===== config.mk =====
export PLATFORM = sky130hd
export DESIGN_NAME = nnis_seq
export DESIGN_NICKNAME = d
export VERILOG_FILES = /design/src/hdl/nearest_neighbor_image_scaler_top_assert.svh /design/src/hdl/nnis_pkg.sv /design/src/hdl/nnis_seq.sv
export SDC_FILE = /design/constraint.sdc
export NUM_CORES = 1
export LEC_CHECK = 0
export BUFFER_PORTS_ARGS = -buffer_cell sky130_fd_sc_hd__buf_2
export CORE_AREA = 2 2 185 232
export DETAILED_ROUTE_END_ITERATION = 12
export DIE_AREA = 0 0 187 234
export PLACE_DENSITY = 0.66
export SLEW_MARGIN = 20
export SYNTH_ARGS = -nofsm -noshare
export SYNTH_HDL_FRONTEND = slang
export SYNTH_SLANG_ARGS = --single-unit
export TNS_END_PERCENT = 10

===== constraint.sdc =====
create_clock -name clk -period 25.3 [get_ports clk]
set_clock_uncertainty 0.15 [all_clocks]
set_input_delay 7.59 -clock clk [delete_from_list [all_inputs] [get_ports clk]]
set_output_delay 7.59 -clock clk [all_outputs]
set_load 0.05 [all_outputs]

===== src/hdl/nearest_neighbor_image_scaler_top_assert.svh =====
// Assertion macros for the nearest-neighbor scaler top level.
// Each macro checks on the rising edge of clk and is disabled while rst_n is low.
`ifndef NEAREST_NEIGHBOR_IMAGE_SCALER_TOP_ASSERT_SVH
`define NEAREST_NEIGHBOR_IMAGE_SCALER_TOP_ASSERT_SVH

// The consequent must hold in the same cycle as the antecedent.
`define NNIS_ASSERT_NOW(label, ante, cons, msg) \
  label: assert property (@(posedge clk) disable iff (!rst_n) (ante) |-> (cons)) \
    else $error(msg);

// The consequent must hold in the cycle after the antecedent.
`define NNIS_ASSERT_NEXT(label, ante, cons, msg) \
  label: assert property (@(posedge clk) disable iff (!rst_n) (ante) |=> (cons)) \
    else $error(msg);

`endif


===== src/hdl/nnis_pkg.sv =====
// Shared types, constants and register codes for the nearest-neighbor scaler.
// Used by the channel interfaces and every module of the block.
`default_nettype none

package nnis_pkg;

  localparam int MAX_DIM_DEF    = 64;
  localparam int PIXEL_BITS_DEF = 32;
  localparam int FRAC_BITS_DEF  = 8;

  localparam int PIX_W   = 32;  // pixel word on the channels
  localparam int DIM_W   = 16;  // factor, scaled sizes and positions
  localparam int SRC_W   = 7;   // source size registers
  localparam int ADDR_W  = 5;   // register byte address
  localparam int DATA_W  = 32;
  localparam int REGI_W  = 3;

  localparam logic [REGI_W-1:0] REG_SRC_WIDTH     = 3'd0;
  localparam logic [REGI_W-1:0] REG_SRC_HEIGHT    = 3'd1;
  localparam logic [REGI_W-1:0] REG_SCALE_FACTOR  = 3'd2;
  localparam logic [REGI_W-1:0] REG_FIT_MODE      = 3'd3;
  localparam logic [REGI_W-1:0] REG_TARGET_WIDTH  = 3'd4;
  localparam logic [REGI_W-1:0] REG_TARGET_HEIGHT = 3'd5;

  localparam logic OP_STORE = 1'b0;
  localparam logic OP_FETCH = 1'b1;

  localparam logic [DIM_W-1:0] FACTOR_ONE = 16'd256;
  localparam logic [DIM_W-1:0] DIM_MAX    = 16'hFFFF;

  typedef struct packed {
    logic [SRC_W-1:0] src_width;
    logic [SRC_W-1:0] src_height;
    logic [DIM_W-1:0] scale_factor;
    logic             fit_mode;
    logic [DIM_W-1:0] target_width;
    logic [DIM_W-1:0] target_height;
  } cfg_t;

  localparam cfg_t CFG_RESET = '{
    src_width:     7'd64,
    src_height:    7'd64,
    scale_factor:  16'd256,
    fit_mode:      1'b0,
    target_width:  16'd64,
    target_height: 16'd64
  };

  typedef struct packed {
    logic busy;
    logic done;
  } div_stat_t;

  typedef enum logic [3:0] {
    ST_IDLE,
    ST_FIT_W,
    ST_FIT_H,
    ST_SIZE_W,
    ST_SIZE_H,
    ST_MAP_X,
    ST_MAP_Y,
    ST_ADDR,
    ST_OUT
  } seq_state_t;

endpackage

`default_nettype wire


===== src/hdl/nnis_seq.sv =====
// Sequencer of the scaler: loads the frame store, latches the geometry and
// maps each output position through the shared divider. Depends on nnis_pkg.
`default_nettype none

module nnis_seq import nnis_pkg::*; #(
  parameter int MAX_DIM    = MAX_DIM_DEF,
  parameter int PIXEL_BITS = PIXEL_BITS_DEF,
  parameter int FRAC_BITS  = FRAC_BITS_DEF,
  localparam int DEPTH = MAX_DIM * MAX_DIM,
  localparam int AW    = $clog2(DEPTH),
  localparam int NW    = DIM_W + FRAC_BITS
) (
  input  wire logic                  clk,
  input  wire logic                  rst_n,
  input  wire cfg_t                  cfg,
  input  wire logic                  in_valid,
  input  wire logic                  in_operation,
  input  wire logic [PIX_W-1:0]      in_pixel,
  output logic                       in_ready,
  input  wire logic                  out_ready,
  output logic                       out_valid,
  output logic      [PIX_W-1:0]      out_pixel,
  output logic      [DIM_W-1:0]      out_dest_x,
  output logic      [DIM_W-1:0]      out_dest_y,
  output logic      [DIM_W-1:0]      out_dest_width,
  output logic      [DIM_W-1:0]      out_dest_height,
  output logic                       out_last,
  output logic                       div_start,
  output logic      [NW-1:0]         div_dividend,
  output logic      [DIM_W-1:0]      div_divisor,
  input  wire div_stat_t             div_stat,
  input  wire logic [NW-1:0]         div_quotient,
  output logic                       mem_wr_en,
  output logic      [AW-1:0]         mem_wr_addr,
  output logic      [PIXEL_BITS-1:0] mem_wr_data,
  output logic                       mem_rd_en,
  output logic      [AW-1:0]         mem_rd_addr,
  input  wire logic [PIXEL_BITS-1:0] mem_rd_data
);

  localparam int DW = $clog2(MAX_DIM + 1);
  localparam int XW = $clog2(MAX_DIM);
  localparam int TW = AW + 1;
  localparam int PW = DW + DIM_W;

  seq_state_t       state_r, state_nxt;
  logic [AW-1:0]    load_count_r, load_count_nxt;
  logic [DIM_W-1:0] col_r, col_nxt;
  logic [DIM_W-1:0] row_r, row_nxt;
  logic [DIM_W-1:0] factor_r, factor_nxt;
  logic [DIM_W-1:0] scaled_w_r, scaled_w_nxt;
  logic [DIM_W-1:0] scaled_h_r, scaled_h_nxt;
  logic [NW-1:0]    fw_r, fw_nxt;
  logic [XW-1:0]    sx_r, sx_nxt;
  logic [XW-1:0]    sy_r, sy_nxt;
  logic             out_valid_r, out_valid_nxt;
  logic [PIX_W-1:0] out_pixel_r, out_pixel_nxt;
  logic [DIM_W-1:0] out_x_r, out_x_nxt;
  logic [DIM_W-1:0] out_y_r, out_y_nxt;
  logic [DIM_W-1:0] out_w_r, out_w_nxt;
  logic [DIM_W-1:0] out_h_r, out_h_nxt;
  logic             out_last_r, out_last_nxt;

  logic [DW-1:0]    sw, sh;
  logic [TW-1:0]    total;
  logic [AW-1:0]    load_idx;
  logic [TW-1:0]    load_inc;
  logic             store_go;
  logic             fetch_go;
  logic [DW-1:0]    size_dim;
  logic [PW-1:0]    size_prod;
  logic [PW-1:0]    size_shift;
  logic [DIM_W-1:0] size_sat;
  logic [NW-1:0]    f_min;
  logic [DIM_W-1:0] fit_sat;
  logic [DW-1:0]    map_lim;
  logic [XW-1:0]    map_clamp;
  logic [DIM_W:0]   col_inc, row_inc;
  logic             row_end, last_hit;
  logic             out_free;
  logic             div_state;

  // A source size above the store limit acts as the limit.
  assign sw = (32'(cfg.src_width) > 32'(MAX_DIM)) ? DW'(MAX_DIM) : DW'(cfg.src_width);
  assign sh = (32'(cfg.src_height) > 32'(MAX_DIM)) ? DW'(MAX_DIM) : DW'(cfg.src_height);

  assign total    = TW'(sw) * TW'(sh);
  assign load_idx = (TW'(load_count_r) >= total) ? '0 : load_count_r;
  assign load_inc = TW'(load_idx) + TW'(1);
  assign store_go = (state_r == ST_IDLE) && in_valid && (in_operation == OP_STORE);
  assign fetch_go = (state_r == ST_IDLE) && in_valid && (in_operation == OP_FETCH);

  assign size_dim   = (state_r == ST_SIZE_W) ? sw : sh;
  assign size_prod  = PW'(size_dim) * PW'(factor_r);
  assign size_shift = size_prod >> FRAC_BITS;
  assign size_sat   = (size_shift > PW'(DIM_MAX)) ? DIM_MAX : size_shift[DIM_W-1:0];

  assign f_min   = (fw_r < div_quotient) ? fw_r : div_quotient;
  assign fit_sat = (f_min > NW'(DIM_MAX)) ? DIM_MAX : f_min[DIM_W-1:0];

  // A source dimension of zero maps every position to zero.
  assign map_lim   = (state_r == ST_MAP_X) ? sw : sh;
  assign map_clamp = (map_lim == '0)                 ? '0 :
                     (div_quotient >= NW'(map_lim)) ? XW'(map_lim - DW'(1)) :
                                                      XW'(div_quotient);

  assign col_inc  = {1'b0, col_r} + 17'd1;
  assign row_inc  = {1'b0, row_r} + 17'd1;
  assign row_end  = row_inc >= {1'b0, scaled_h_r};
  assign last_hit = row_end && (col_inc >= {1'b0, scaled_w_r});
  assign out_free = !out_valid_r || out_ready;

  assign div_state = (state_r == ST_FIT_W) || (state_r == ST_FIT_H) ||
                     (state_r == ST_MAP_X) || (state_r == ST_MAP_Y);

  // Next state.
  always_comb begin
    state_nxt = state_r;
    unique case (state_r)
      ST_IDLE: begin
        if (fetch_go) begin
          if (col_r != '0 || row_r != '0) begin
            state_nxt = ST_MAP_X;
          end else if (sw == '0 || sh == '0 || !cfg.fit_mode) begin
            state_nxt = ST_SIZE_W;
          end else begin
            state_nxt = ST_FIT_W;
          end
        end
      end
      ST_FIT_W:  if (div_stat.done) state_nxt = ST_FIT_H;
      ST_FIT_H:  if (div_stat.done) state_nxt = ST_SIZE_W;
      ST_SIZE_W: state_nxt = ST_SIZE_H;
      ST_SIZE_H: begin
        // An empty scaled image gives no result for this fetch.
        state_nxt = (scaled_w_r == '0 || size_sat == '0) ? ST_IDLE : ST_MAP_X;
      end
      ST_MAP_X:  if (div_stat.done) state_nxt = ST_MAP_Y;
      ST_MAP_Y:  if (div_stat.done) state_nxt = ST_ADDR;
      ST_ADDR:   state_nxt = ST_OUT;
      ST_OUT:    if (out_free) state_nxt = ST_IDLE;
      default:   state_nxt = ST_IDLE;
    endcase
  end

  // Control outputs and divider operands.
  always_comb begin
    in_ready     = (state_r == ST_IDLE);
    div_start    = div_state && !div_stat.busy && !div_stat.done;
    mem_wr_en    = store_go && (total != '0);
    mem_wr_addr  = load_idx;
    mem_wr_data  = PIXEL_BITS'(in_pixel);
    mem_rd_en    = (state_r == ST_ADDR);
    mem_rd_addr  = AW'(TW'(sx_r) * TW'(sh) + TW'(sy_r));
    div_dividend = '0;
    div_divisor  = '0;
    unique case (state_r)
      ST_FIT_W: begin
        div_dividend = {cfg.target_width, {FRAC_BITS{1'b0}}};
        div_divisor  = DIM_W'(sw);
      end
      ST_FIT_H: begin
        div_dividend = {cfg.target_height, {FRAC_BITS{1'b0}}};
        div_divisor  = DIM_W'(sh);
      end
      ST_MAP_X: begin
        div_dividend = {col_r, {FRAC_BITS{1'b0}}};
        div_divisor  = factor_r;
      end
      ST_MAP_Y: begin
        div_dividend = {row_r, {FRAC_BITS{1'b0}}};
        div_divisor  = factor_r;
      end
      default: begin
        div_dividend = '0;
        div_divisor  = '0;
      end
    endcase
  end

  // Datapath updates.
  always_comb begin
    load_count_nxt = load_count_r;
    col_nxt        = col_r;
    row_nxt        = row_r;
    factor_nxt     = factor_r;
    scaled_w_nxt   = scaled_w_r;
    scaled_h_nxt   = scaled_h_r;
    fw_nxt         = fw_r;
    sx_nxt         = sx_r;
    sy_nxt         = sy_r;
    out_pixel_nxt  = out_pixel_r;
    out_x_nxt      = out_x_r;
    out_y_nxt      = out_y_r;
    out_w_nxt      = out_w_r;
    out_h_nxt      = out_h_r;
    out_last_nxt   = out_last_r;
    out_valid_nxt  = out_ready ? 1'b0 : out_valid_r;

    if (store_go && total != '0) begin
      load_count_nxt = (load_inc >= total) ? '0 : load_inc[AW-1:0];
      col_nxt        = '0;
      row_nxt        = '0;
    end

    // A fetch at the first position latches the factor for the whole image.
    if (fetch_go && col_r == '0 && row_r == '0) begin
      if (sw == '0 || sh == '0) begin
        factor_nxt = '0;
      end else if (!cfg.fit_mode) begin
        factor_nxt = cfg.scale_factor;
      end
    end

    if (div_stat.done) begin
      unique case (state_r)
        ST_FIT_W: fw_nxt = div_quotient;
        ST_FIT_H: factor_nxt = fit_sat;
        ST_MAP_X: sx_nxt = map_clamp;
        ST_MAP_Y: sy_nxt = map_clamp;
        default:  fw_nxt = fw_r;
      endcase
    end

    if (state_r == ST_SIZE_W) begin
      scaled_w_nxt = size_sat;
    end
    if (state_r == ST_SIZE_H) begin
      scaled_h_nxt = size_sat;
    end

    if (state_r == ST_OUT && out_free) begin
      out_valid_nxt = 1'b1;
      out_pixel_nxt = PIX_W'(mem_rd_data);
      out_x_nxt     = col_r;
      out_y_nxt     = row_r;
      out_w_nxt     = scaled_w_r;
      out_h_nxt     = scaled_h_r;
      out_last_nxt  = last_hit;
      if (last_hit) begin
        col_nxt = '0;
        row_nxt = '0;
      end else if (row_end) begin
        row_nxt = '0;
        col_nxt = col_inc[DIM_W-1:0];
      end else begin
        row_nxt = row_inc[DIM_W-1:0];
      end
    end
  end

  always_ff @(posedge clk) begin
    if (!rst_n) begin
      state_r      <= ST_IDLE;
      load_count_r <= '0;
      col_r        <= '0;
      row_r        <= '0;
      factor_r     <= FACTOR_ONE;
      scaled_w_r   <= '0;
      scaled_h_r   <= '0;
      out_valid_r  <= 1'b0;
    end else begin
      state_r      <= state_nxt;
      load_count_r <= load_count_nxt;
      col_r        <= col_nxt;
      row_r        <= row_nxt;
      factor_r     <= factor_nxt;
      scaled_w_r   <= scaled_w_nxt;
      scaled_h_r   <= scaled_h_nxt;
      out_valid_r  <= out_valid_nxt;
    end
  end

  always_ff @(posedge clk) begin
    fw_r        <= fw_nxt;
    sx_r        <= sx_nxt;
    sy_r        <= sy_nxt;
    out_pixel_r <= out_pixel_nxt;
    out_x_r     <= out_x_nxt;
    out_y_r     <= out_y_nxt;
    out_w_r     <= out_w_nxt;
    out_h_r     <= out_h_nxt;
    out_last_r  <= out_last_nxt;
  end

  assign out_valid       = out_valid_r;
  assign out_pixel       = out_pixel_r;
  assign out_dest_x      = out_x_r;
  assign out_dest_y      = out_y_r;
  assign out_dest_width  = out_w_r;
  assign out_dest_height = out_h_r;
  assign out_last        = out_last_r;

endmodule

`default_nettype wire


; ---- Word level (Yosys, flattened, before mapping)
; Cells that the tools add are included.
[word_totals]
register_bits = 230
elab_cells = 128
[classes]
addsub = 5
n_mul = 3
magnitude_cmp = 10
n_eq_ne = 14
mux = 38
bitwise_logic = 1
reduce_logical = 40
[op_table]
columns = op, n
row1 = $mux 16, 15
row2 = $pmux 24 s4, 1
row3 = $logic_not 16->1, 4
row4 = $pmux 16 s3, 1
row5 = $pmux 4 s9, 1
row6 = $add 16x1->17 const B, 2
row7 = $ge 17x16->1, 2
row8 = $reduce_bool 16->1, 2
row9 = $mux 7, 4
row10 = $ge 24x7->1, 1
row11 = $gt 24x16->1 const B, 1
row12 = $lt 24x24->1, 1
row13 = $mux 12, 2
row14 = $mux 24, 1
row15 = $mux 4, 6
row16 = $mul 7x16->23, 1
row17 = $logic_not 7->1, 3
row18 = $eq 4x3->1 const B, 4
row19 = $gt 15x16->1 const B, 1
row20 = $gt 7x7->1 const B, 2
row21 = $add 12x1->13 const B, 1
row22 = $ge 12x13->1, 1
row23 = $ge 13x13->1, 1
row24 = $mul 7x7->13, 1
row25 = other kinds (22), 52

; ---- Longest topological paths before layout
; Gate-level depths: netlist of the first run.
[depth]
word_depth = 10
mapped_depth = 40
depth_no_buf = 37

; ---- Worst setup path before layout of the first run
; Ideal clock, no wire load.
[synth_path]
path_kind = input -> output
from = input port cfg[55] (netlist bit)
to = output port mem_wr_addr[11]
arrival_time_ns = 14.126
slack_ns = 3.434
stages = 24
cell_sequence = clkbuf_1 -> clkbuf_1 -> clkbuf_1 -> nand2_1 -> fa_1 -> fa_1 -> inv_1 -> fa_1 -> inv_1 -> fa_1 -> inv_1 -> ha_1 -> and3_1 -> a221oi_1 -> xor2_1 -> ha_1 -> a2111o_1 -> o22ai_1 -> a31oi_1 -> maj3_1 -> nand2_1 -> a21boi_0 -> clkbuf_1 -> nor2_1
[synth_between]
elab_chain_len = 5
[synth_rtl]
columns = element, line_no
row1 = start: declaration, nnis_seq.sv:15  ; input wire cfg_t cfg,
row2 = $gt 7x7->1, nnis_seq.sv:85  ; assign sh = (32'(cfg.src_height) > 32'(MAX_DIM)) ? DW'(MAX_DIM) : DW'(cfg.src_height);
row3 = $mux 7 *, nnis_seq.sv:85
row4 = $mul 7x7->13 *, nnis_seq.sv:87  ; assign total = TW'(sw) * TW'(sh);
row5 = $ge 12x13->1 *, nnis_seq.sv:88  ; assign load_idx = (TW'(load_count_r) >= total) ? '0 : load_count_r;
row6 = $mux 12 *, nnis_seq.sv:88
row7 = end: declaration, nnis_seq.sv:34  ; output logic [AW-1:0] mem_wr_addr,
; Every way passes the cells marked *; elsewhere a longest branch is shown, timed or not.

; ---- Worst setup path after layout of the first run
[layout_path]
from = input port cfg[55] (netlist bit)
to = output port mem_wr_addr[0]
; The elaborated chain is that of the path after synthesis.

==> results of run 1 <==
logic make-up (layout without fill, tap and decap cells):
group                    after synthesis  in the layout  share of synthesized area (%)
buffers and inverters                339            576                           7.84
AND/OR/NAND/NOR                      659            659                           18.2
multiplexers                          26             26                           1.41
AO/OA/AOI/OAI                        345            345                           12.9
XOR/XNOR                              67             67                           3.18
flip-flops                           226            226                           31.6
adder cells (fa/ha/maj)              300            300                           24.9
other                                  1             10                         0.0203
where the power goes:
group          switching (uW)  internal, uW  total, uW
clock network             157           235        393
registers                35.3           414        450
logic                     380           188        568
total                     573           837       1410
layer usage:
| metal | global-route usage [%] | part of all wire, % | routed length (microns) | vias up |
|---|---|---|---|---|
| met4 | 8.33 | 3.4 | 1830 | 8 |
| li1 | - | - | - | 7161 |
| met2 | 45.0 | 50 | 26900 | 632 |
| met5 | 0 | 0.10 | 55 | - |
| met1 | 28.3 | 39 | 20800 | 7314 |
| met3 | 4.04 | 7.0 | 3770 | 142 |
layout by cell type (no fill, tap or decap), types with 25 or more instances in the layout:
master and instances:
and2_1 143, nand2b_1 25, edfxtp_1 131, nor2b_1 40
clkbuf_16 25, mux2i_1 25, nand3_1 36, a21o_1 28
nand2_1 169, nor2_1 132, a211oi_1 26, inv_1 227
o21ai_0 52, xnor2_1 43, ha_1 185, a22oi_1 53
a21oi_1 71, dfxtp_1 95, buf_2 281, fa_1 114
through the flow:
step	cells	utilization (%)
floorplan	1972	-
detailed placement	2722	48.5
global route	2768	50.6
finish	2768	50.6
global placement	2722	48.4
CTS	2768	50.6
flip-flops by register name, indices dropped and copies added, names as in the netlist, 15 cells and up:
| name | flops |
|---|---|
| col_r | 16 |
| factor_r | 16 |
| fw_r | 24 |
| out_dest_height | 15 |
| out_dest_width | 15 |
| out_dest_x | 16 |
| out_dest_y | 16 |
| out_pixel | 32 |
| row_r | 16 |
| scaled_h_r | 15 |
| scaled_w_r | 15 |
worst paths after layout:
check                                  start                     endpoint  slack (ps)
hold reg to reg   scaled_w_r[9]$_SDFFE_PN0P_  out_dest_width[9]$_DFFE_PP_         320
setup / recovery                     cfg[55]               mem_wr_addr[0]        3100
hold / removal    scaled_w_r[9]$_SDFFE_PN0P_  out_dest_width[9]$_DFFE_PP_         320
setup reg to reg     state_r[2]$_SDFFE_PN0P_      state_r[2]$_SDFFE_PN0P_       18150
final cells by class:
class	instances	area [sq um]
timing repair buffer	302	1560
inverter	228	856
multi-input combinational	1407	11300
clock inverter	20	262
tap	559	699
fill	3897	20600
clock buffer	26	629
sequential	226	5840
==> impl_summary.txt, run 1 <==
----------------------------------------------------
[Synth]
  Cell count after synthesis ... 1963
  Top cell type by total area after synthesis ... edfxtp_1
  Ys async rst share ... 0%
  Synth cell types ... 75
  Post-synthesis sequential area ratio ... 31.6%
  Predominant post-synthesis flop cell ... edfxtp_1
  Most frequent cell after synthesis ... inv_1
  Synth warn ... 0
  Number of synthesized flops with an enable pin ... 131
  Commonest cells in the synthesized netlist ... 227 x inv_1, 185 x ha_1, 169 x nand2_1
  Average instance area after synthesis ... 9.41 sq um
  Cell area after synthesis ... 0.0185 sq mm
  Largest cells by area after synthesis ... edfxtp_1 21%, ha_1 13%, fa_1 12%, dfxtp_1 10%, and2_1 4.9%
  Share of the synthesized area in the top cell type ... 21.3%
  Synthesized flop and latch total ... 226

[Global routing]
  Antenna violations before repair ... 4
  First-pass GRT wire length ... 83.9 mm
  Overflow left after global routing ... 0
  Maximum number of pins on one net before global-route repair ... 71
  Overall fraction of global-route tracks in use ... 24.2%
  Vias in the first global route ... 15500

[Place]
  Pre-CTS WS ... 3150 ps
  Estimated wirelength of the detail-placed design ... 42.9 mm
  Routability cong. ... 0.930
  Port Buffer Count ... 281
  Post-place instance area ... 0.0202 sq mm

[Detailed routing]
  Length of the first detailed-routing pass in iterations ... 6
  Number of vias in the routed layout ... 15300
  Number of nets still failing antenna checks after routing ... 0
  Average vias per placed instance ... 5.51
  WL/cell ... 19.3 microns
  WL final ... 53.4 mm
  DRC violation count after routing ... 0
  Drt initial violations ... 837

[Floorplanning]
  Row cnt ... 84
  Number of top-level design ports ... 356
  Placeable core region ... 0.0417 sq mm
  Y dimension of the die ... 234 microns
  Area of the die ... 0.0438 sq mm
  Width of the die ... 187 microns
  Starting density of the core ... 44.3%

[Clock tree]
  CTS tree ... yes
  Number of sinks handled by clock tree synthesis ... 226
  Maximum clock insertion buffer count ... 3
  Post-CTS Repair Setup Buffers ... 0
  Total of cells resized after clock tree synthesis ... 0
  Root buffer selected by CTS ... clkbuf_16
  H-tree depth ... 1
  Source-to-sink clock delay at the later pin of the worst-skew pair ... 540 ps
  Total of hold buffers inserted after clock tree synthesis ... 0
  Clock transition at the registers of the reported paths ... 60 ps
  CTS buffer count ... 25

[Timing]
  Final max-slew violation count ... 0
  RSZ-0062 raised after global routing ... false
  Maximum clock rate ... 0.0450 GHz
  Worst relative slew slack ... 22.4%
  Period utilisation layout ... 87.7%
  Actual transition at the worst max-transition pin ... 1160 ps
  Period minus WS final ... 22200 ps
  Hold violation total from the final report ... 0
  Total negative setup slack ... 0 ps
  Final setup vio count ... 0
  Fin worst setup slack ... 3100 ps
  Worst hold slack after final layout ... 316 ps

[Power]
  Pleak ... 0.00962 uW
  Largest voltage drop on the vdd net ... 0.0690 mV
  PD cells ... 66.8 mW/mm^2
  Sum of internal, switching and leakage power ... 1410 uW

[Worst setup path]
  Worst path top cell family by delay ... adder cells
  Worst path buffer plus inverter count ... 6
  Max stage delay cell, worst path ... nor2b_1
  Worst Path Max Fanout ... 30
  Crit path required time ... 17560 ps
  R2R cell count ... 20
  Critical path capture point type ... output pin
  CP max stage delay ... 630 ps
  Critical path arrival ... 14460 ps
  WS Path Type ... input pin to output pin
  Number of cells on the critical path ... 24
  Critical path, cell by cell ... buf_2 > nor2b_1 > nand2_1 > fa_1 > fa_1 > inv_1 > fa_1 > inv_1 > fa_1 > inv_1 > ha_1 > and3_1 > a221oi_1 > xor2_1 > ha_1 > a2111o_1 > o22ai_1 > a31oi_1 > maj3_1 > nand2_1 > a21bo_2 > nand2_1 > inv_1 > buf_2
  Worst Setup Start Kind ... input pin

[Layout]
  Final design area excluding fillers ... 0.0211 sq mm
  Synthesis-to-finish area growth ... 14.2%
  Share of layout cells above drive strength 1 ... 17.0%
  Number of diodes ... 0
  Layout Nets ... 2647

[Hold path]
  Type of the tightest min-delay check ... flip-flop to flip-flop
  Hold Path Depth ... 0

[Job]
  MaxCap Viol Count ... 0

[Outcome]
  Status ... complete, no violations

----------------------------------------------------
(Power assumes the default switching activity.)
==> inputs of run 2 (changes only) <==
--- a/config.mk
+++ b/config.mk
@@ -5,11 +5,12 @@
 export SDC_FILE = /design/constraint.sdc
 export NUM_CORES = 1
 export LEC_CHECK = 0
+export ABC_AREA = 1
 export BUFFER_PORTS_ARGS = -buffer_cell sky130_fd_sc_hd__buf_2
-export CORE_AREA = 2 2 185 232
+export CORE_AREA = 2 2 189 238
 export DETAILED_ROUTE_END_ITERATION = 12
-export DIE_AREA = 0 0 187 234
-export PLACE_DENSITY = 0.66
+export DIE_AREA = 0 0 191 240
+export PLACE_DENSITY = 0.73
 export SLEW_MARGIN = 20
 export SYNTH_ARGS = -nofsm -noshare
 export SYNTH_HDL_FRONTEND = slang
==> constraint.sdc (replaced) <==
create_clock -name clk -period 21.9 [get_ports clk]
set_clock_uncertainty 0.15 [all_clocks]
set_input_delay 6.57 -clock clk [delete_from_list [all_inputs] [get_ports clk]]
set_output_delay 6.57 -clock clk [all_outputs]
set_load 0.05 [all_outputs]
==> impl_summary.txt, run 2 <==
----------------------------------------------------
[Outcome]
  Status ... complete, no violations

[Global routing]
  Antenna violations before repair ... 1
  Maximum number of pins on one net before global-route repair ... 54
  First-pass GRT wire length ... 88.3 mm
  Overall fraction of global-route tracks in use ... 24.6%
  Vias in the first global route ... 16800
  Overflow left after global routing ... 0

[Layout]
  Area occupied by multi-input gates ... 0.0113 sq mm
  Share of layout cells above drive strength 1 ... 15.8%
  Final core utilization ... 50.1%
  Number of non-filler instances in the completed layout ... 3212
  Sequential cell area ... 0.00584 sq mm
  Flip-flop count of the largest register, all copies and words added ... 32
  Total of fill cells in the finished design ... 4213
  Synthesis-to-finish area growth ... 12.6%
  Final design area excluding fillers ... 0.0218 sq mm
  Number of diodes ... 0
  Layout Nets ... 3078
  Most frequent cells in the layout ... 433 x inv_1, 433 x nand2_1, 291 x nor2_1, 281 x buf_2, 185 x ha_1

[Timing]
  Actual transition at the worst max-transition pin ... 1010 ps
  Hold violation total from the final report ... 0
  Maximum clock rate ... 0.0507 GHz
  Period utilisation layout ... 90.1%
  Worst hold slack after final layout ... 284 ps
  Final max-slew violation count ... 0
  Worst relative slew slack ... 32.4%
  RSZ-0062 raised after global routing ... false
  Final setup vio count ... 0
  Period minus WS final ... 19730 ps
  Total negative setup slack ... 0 ps

[Synth]
  Most frequent cell after synthesis ... inv_1
  Number of synthesized flops with an enable pin ... 131
  Average instance area after synthesis ... 8.11 sq um
  Largest cells by area after synthesis ... edfxtp_1 20%, ha_1 12%, fa_1 12%, dfxtp_1 9.8%, inv_1 8.4%
  Share of the synthesized area in the top cell type ... 20.3%
  Cell area after synthesis ... 0.0194 sq mm
  Commonest cells in the synthesized netlist ... 434 x inv_1, 433 x nand2_1, 293 x nor2_1
  Synthesized flop and latch total ... 226
  Ys async rst share ... 0%
  Synth cell types ... 64
  Cell count after synthesis ... 2392
  Post-synthesis sequential area ratio ... 30.1%
  Top cell type by total area after synthesis ... edfxtp_1
  Predominant post-synthesis flop cell ... edfxtp_1
  Synth warn ... 0

[Detailed routing]
  Number of nets still failing antenna checks after routing ... 0
  Routed length on met3 ... 4.03 mm
  Drt initial violations ... 984
  Topmost layer with routed signal wires ... met4
  Average vias per placed instance ... 5.32
  Number of vias in the routed layout ... 17100
  Length of the first detailed-routing pass in iterations ... 5
  DR WL met2 ... 29.4 mm
  WL final ... 57.2 mm
  WL/cell ... 17.8 microns
  DRC violation count after routing ... 0
  Wire length on met1 ... 21.6 mm

[Worst setup path]
  Crit path required time ... 15180 ps
  Endpoint of the lowest-slack register-to-register path ... state_r[0]$_SDFFE_PN0P_
  Cell occurring most often along the worst timing path ... nand2_1
  RR Startpoint ... state_r[2]$_SDFFE_PN0P_
  Worst Setup Start Kind ... input pin
  WS Path Type ... input pin to output pin
  Max stage delay cell, worst path ... fa_1
  Critical path capture point type ... output pin
  CP max stage delay ... 550 ps
  R2R cell count ... 28
  Worst Path Max Fanout ... 15
  Reg2Reg Setup Slack ... 15460 ps
  Critical path arrival ... 13010 ps

[Power]
  Register share of total power ... 33.3%
  Switching power share of the total ... 41.3%
  Combinational power share ... 39.7%
  Largest voltage drop on the vdd net ... 0.0720 mV
  PD cells ... 67.5 mW/mm^2
  Internal power ... 865 uW
  Clock Power Share ... 27.1%
  Switching power summed over all nets ... 609 uW
  Pleak ... 0.0109 uW

[Floorplanning]
  Row cnt ... 86
  Area of the die ... 0.0458 sq mm
  Y dimension of the die ... 240 microns
  Number of top-level design ports ... 356
  Starting density of the core ... 44.5%
  Width of the die ... 191 microns
  Placeable core region ... 0.0436 sq mm

[Clock tree]
  Total of cells resized after clock tree synthesis ... 0
  CTS buffer count ... 25
  Source-to-sink clock delay at the later pin of the worst-skew pair ... 570 ps
  Total of hold buffers inserted after clock tree synthesis ... 0
  Maximum clock insertion buffer count ... 3
  CTS tree ... yes
  Clock transition at the registers of the reported paths ... 60 ps
  Root buffer selected by CTS ... clkbuf_16
  Number of sinks handled by clock tree synthesis ... 226
  Post-CTS Repair Setup Buffers ... 0
  H-tree depth ... 1

[Hold path]
  Hold Path Depth ... 0
  Hold path startpoint ... scaled_w_r[11]$_SDFFE_PN0P_
  Terminating pin of the worst hold path ... out_dest_width[11]$_DFFE_PP_
  Type of the tightest min-delay check ... flip-flop to flip-flop

[Place]
  Port Buffer Count ... 281
  Routability cong. ... 0.929
  Post-place instance area ... 0.0211 sq mm
  Placed cell count ... 3166
  Estimated wirelength of the detail-placed design ... 46.8 mm

[Job]
  MaxCap Viol Count ... 0

----------------------------------------------------
## run 2: cell families (layout without fill, tap and decap cells)
group / count (synthesis) / after routing / share of synthesized area (%)
simple gates: 924 / 924 / 21.1
buf+inv: 554 / 793 / 11.8
compound gates: 322 / 322 / 10.3
fa+ha+maj: 299 / 299 / 23.7
flops: 226 / 226 / 30.1
xor+xnor: 51 / 51 / 2.30
mux: 15 / 15 / 0.774
other cells: 1 / 10 / 0.0193
## run 2: worst max-delay path, delay by kind of cell
family	cells	cell delay, ps
AO/OA/AOI/OAI	1	190
XOR/XNOR	1	300
adder cells (fa/ha/maj)	6	2740
buffers and inverters	9	1460
AND/OR/NAND/NOR	13	1740
## run 2: final cells by class
type,instances,area share (%)
well taps,572,3.28
inverters,459,7.89
clock inverters,17,0.584
multi-input cells,1621,51.9
repair buffers,288,6.68
clock buffers,29,2.93
flip-flops and latches,226,26.7
## run 2: metal layers
| layer | track usage [%] | up-vias |
|---|---|---|
| met5 | 0 | - |
| met4 | 9.37 | 0 |
| met3 | 3.25 | 122 |
| met2 | 46.1 | 707 |
| met1 | 28.0 | 8064 |
| li1 | - | 8185 |
## run 2: how the worst max path moves through the flow
stage	startpoint	endpoint	cells after the start
after floorplan	cfg[55]	mem_wr_addr[10]	29
after global placement	cfg[55]	mem_wr_addr[10]	30
after detailed placement	cfg[55]	mem_wr_addr[10]	30
after CTS	cfg[55]	mem_wr_addr[10]	30
after global routing	cfg[55]	mem_wr_addr[10]	30
final	cfg[55]	mem_wr_addr[10]	30
## run 2: stage by stage
stage          setup WS (ps)  total power (uW)
6_report                2170              1470
5_1_grt                 1630              1580
3_5_place_dp            2190              1080
3_3_place_gp            2450              1070
2_1_floorplan           3110               942
4_1_cts                 2170              1490
## run 2: power by group through the flow
stage,clock (uW),combinational [uW],sequential (uW)
after floorplan,0,449,493
after global placement,0,570,498
after detailed placement,0,582,499
after CTS,410,585,490
after global routing,424,660,493
final,399,585,490
==> inputs of run 3 (changes only) <==
--- a/config.mk
+++ b/config.mk
@@ -6,7 +6,7 @@
 export NUM_CORES = 1
 export LEC_CHECK = 0
 export ABC_AREA = 1
-export BUFFER_PORTS_ARGS = -buffer_cell sky130_fd_sc_hd__buf_2
+export BUFFER_PORTS_ARGS = -buffer_cell sky130_fd_sc_hd__buf_4
 export CORE_AREA = 2 2 189 238
 export DETAILED_ROUTE_END_ITERATION = 12
 export DIE_AREA = 0 0 191 240
==> impl_summary.txt, run 3 (synthesis gave the netlist of run 2 again) <==
----------------------------------------------------
[Outcome]
  Status ... complete, no violations

[Place]
  Port Buffer Count ... 281
  Post-place instance area ... 0.0218 sq mm
  Placed cell count ... 3166
  Routability cong. ... 0.928
  Estimated wirelength of the detail-placed design ... 46.8 mm

[Worst setup path]
  Critical path capture point type ... output pin
  Max stage delay cell, worst path ... fa_1
  Crit path required time ... 15180 ps
  CP max stage delay ... 540 ps
  Cell occurring most often along the worst timing path ... nand2_1
  WS Path Type ... input pin to output pin
  Worst Setup Start Kind ... input pin
  Worst Path Max Fanout ... 15
  Critical path arrival ... 12690 ps

[Detailed routing]
  Number of nets still failing antenna checks after routing ... 0
  Length of the first detailed-routing pass in iterations ... 6
  Number of vias in the routed layout ... 17000
  Drt initial violations ... 1083
  Average vias per placed instance ... 5.31
  DRC violation count after routing ... 0
  WL final ... 57.5 mm
  WL/cell ... 17.9 microns

[Floorplanning]
  Width of the die ... 191 microns
  Starting density of the core ... 44.5%
  Y dimension of the die ... 240 microns
  Area of the die ... 0.0458 sq mm
  Placeable core region ... 0.0436 sq mm
  Row cnt ... 86
  Number of top-level design ports ... 356

[Power]
  Largest voltage drop on the vdd net ... 0.0551 mV
  PD cells ... 66.7 mW/mm^2
  Pleak ... 0.0111 uW

[Global routing]
  Antenna violations before repair ... 0
  Overflow left after global routing ... 0
  First-pass GRT wire length ... 90.2 mm
  Overall fraction of global-route tracks in use ... 25.1%
  Vias in the first global route ... 17100
  Maximum number of pins on one net before global-route repair ... 65

[Timing]
  Total negative setup slack ... 0 ps
  Hold violation total from the final report ... 0
  RSZ-0062 raised after global routing ... false
  Period minus WS final ... 19410 ps
  Maximum clock rate ... 0.0515 GHz
  Final max-slew violation count ... 0
  Period utilisation layout ... 88.6%
  Actual transition at the worst max-transition pin ... 1010 ps
  Final setup vio count ... 0
  Worst relative slew slack ... 32.4%

[Clock tree]
  Post-CTS Repair Setup Buffers ... 0
  CTS buffer count ... 25
  Total of cells resized after clock tree synthesis ... 0
  H-tree depth ... 1
  CTS tree ... yes
  Number of sinks handled by clock tree synthesis ... 226
  Clock transition at the registers of the reported paths ... 60 ps
  Maximum clock insertion buffer count ... 3
  Total of hold buffers inserted after clock tree synthesis ... 0
  Root buffer selected by CTS ... clkbuf_16
  Source-to-sink clock delay at the later pin of the worst-skew pair ... 550 ps

[Layout]
  Number of non-filler instances in the completed layout ... 3211
  Number of diodes ... 0
  Flip-flop count of the largest register, all copies and words added ... 32
  Synthesis-to-finish area growth ... 16.3%
  Share of layout cells above drive strength 1 ... 15.8%
  Final design area excluding fillers ... 0.0226 sq mm
  Most frequent cells in the layout ... 433 x inv_1, 433 x nand2_1, 291 x nor2_1, 288 x buf_4, 185 x ha_1
  Layout Nets ... 3078

[Hold path]
  Type of the tightest min-delay check ... flip-flop to flip-flop

[Job]
  MaxCap Viol Count ... 0

----------------------------------------------------
## run 3: cell types whose count changed in the layout (fill, tap and decap cells not counted), sizes merged
| cell | before | now |
|---|---|---|
| clkinvlp | 2 | 3 |
| inv | 449 | 446 |
| clkinv | 25 | 24 |
| bufinv | 0 | 2 |
## run 3: path summary, 6_finish.rpt
path | start | endpoint | slack, ps | depth (start not counted)
max | cfg[55] | mem_wr_addr[10] | 2490 | 30
min | scaled_h_r[5]$_SDFFE_PN0N_ | out_dest_height[5]$_DFFE_PP_ | 280 | 0
max reg2reg | state_r[2]$_SDFFE_PN0P_ | state_r[0]$_SDFFE_PN0P_ | 15470 | 29
min reg2reg | scaled_h_r[5]$_SDFFE_PN0N_ | out_dest_height[5]$_DFFE_PP_ | 280 | 0
## run 3: power breakdown
group	internal [uW]	switching, uW
clock network	234	177
logic	196	408
registers	473	17.9
## run 3: per-layer routing
| metal | part of all wire [%] | GRT usage, % |
|---|---|---|
| met3 | 7.5 | 3.80 |
| met5 | 0 | 0 |
| met4 | 3.9 | 9.63 |
| met1 | 38 | 28.6 |
| met2 | 51 | 46.6 |
## run 3: cell type report
| cell class | count | area, sq um |
|---|---|---|
| multi-input combinational | 1621 | 11300 |
| fill | 4080 | 21000 |
| clock inverter | 16 | 144 |
| tap | 572 | 716 |
| sequential | 226 | 5840 |
| inverter | 459 | 1720 |
| timing repair buffer | 288 | 2160 |
| clock buffer | 29 | 641 |
## run 3: metrics by stage
| step | hold slack (ps) | worst slack (ps) | power [uW] | utilization [%] |
|---|---|---|---|---|
| global placement | 265 | 2640 | 1090 | 49.9 |
| finish | 277 | 2490 | 1500 | 51.8 |
| global route | 293 | 2040 | 1610 | 51.8 |
| detailed placement | 264 | 2560 | 1100 | 49.9 |
| CTS | 278 | 2540 | 1510 | 51.7 |
| floorplan | 256 | 3110 | 942 | - |
## run 3: worst max-delay path: cells and delay by family
kind	cells	cell delay (ps)
adder cells (fa/ha/maj)	6	2690
AND/OR/NAND/NOR	13	1730
buffers and inverters	9	1230
XOR/XNOR	1	270
AO/OA/AOI/OAI	1	180
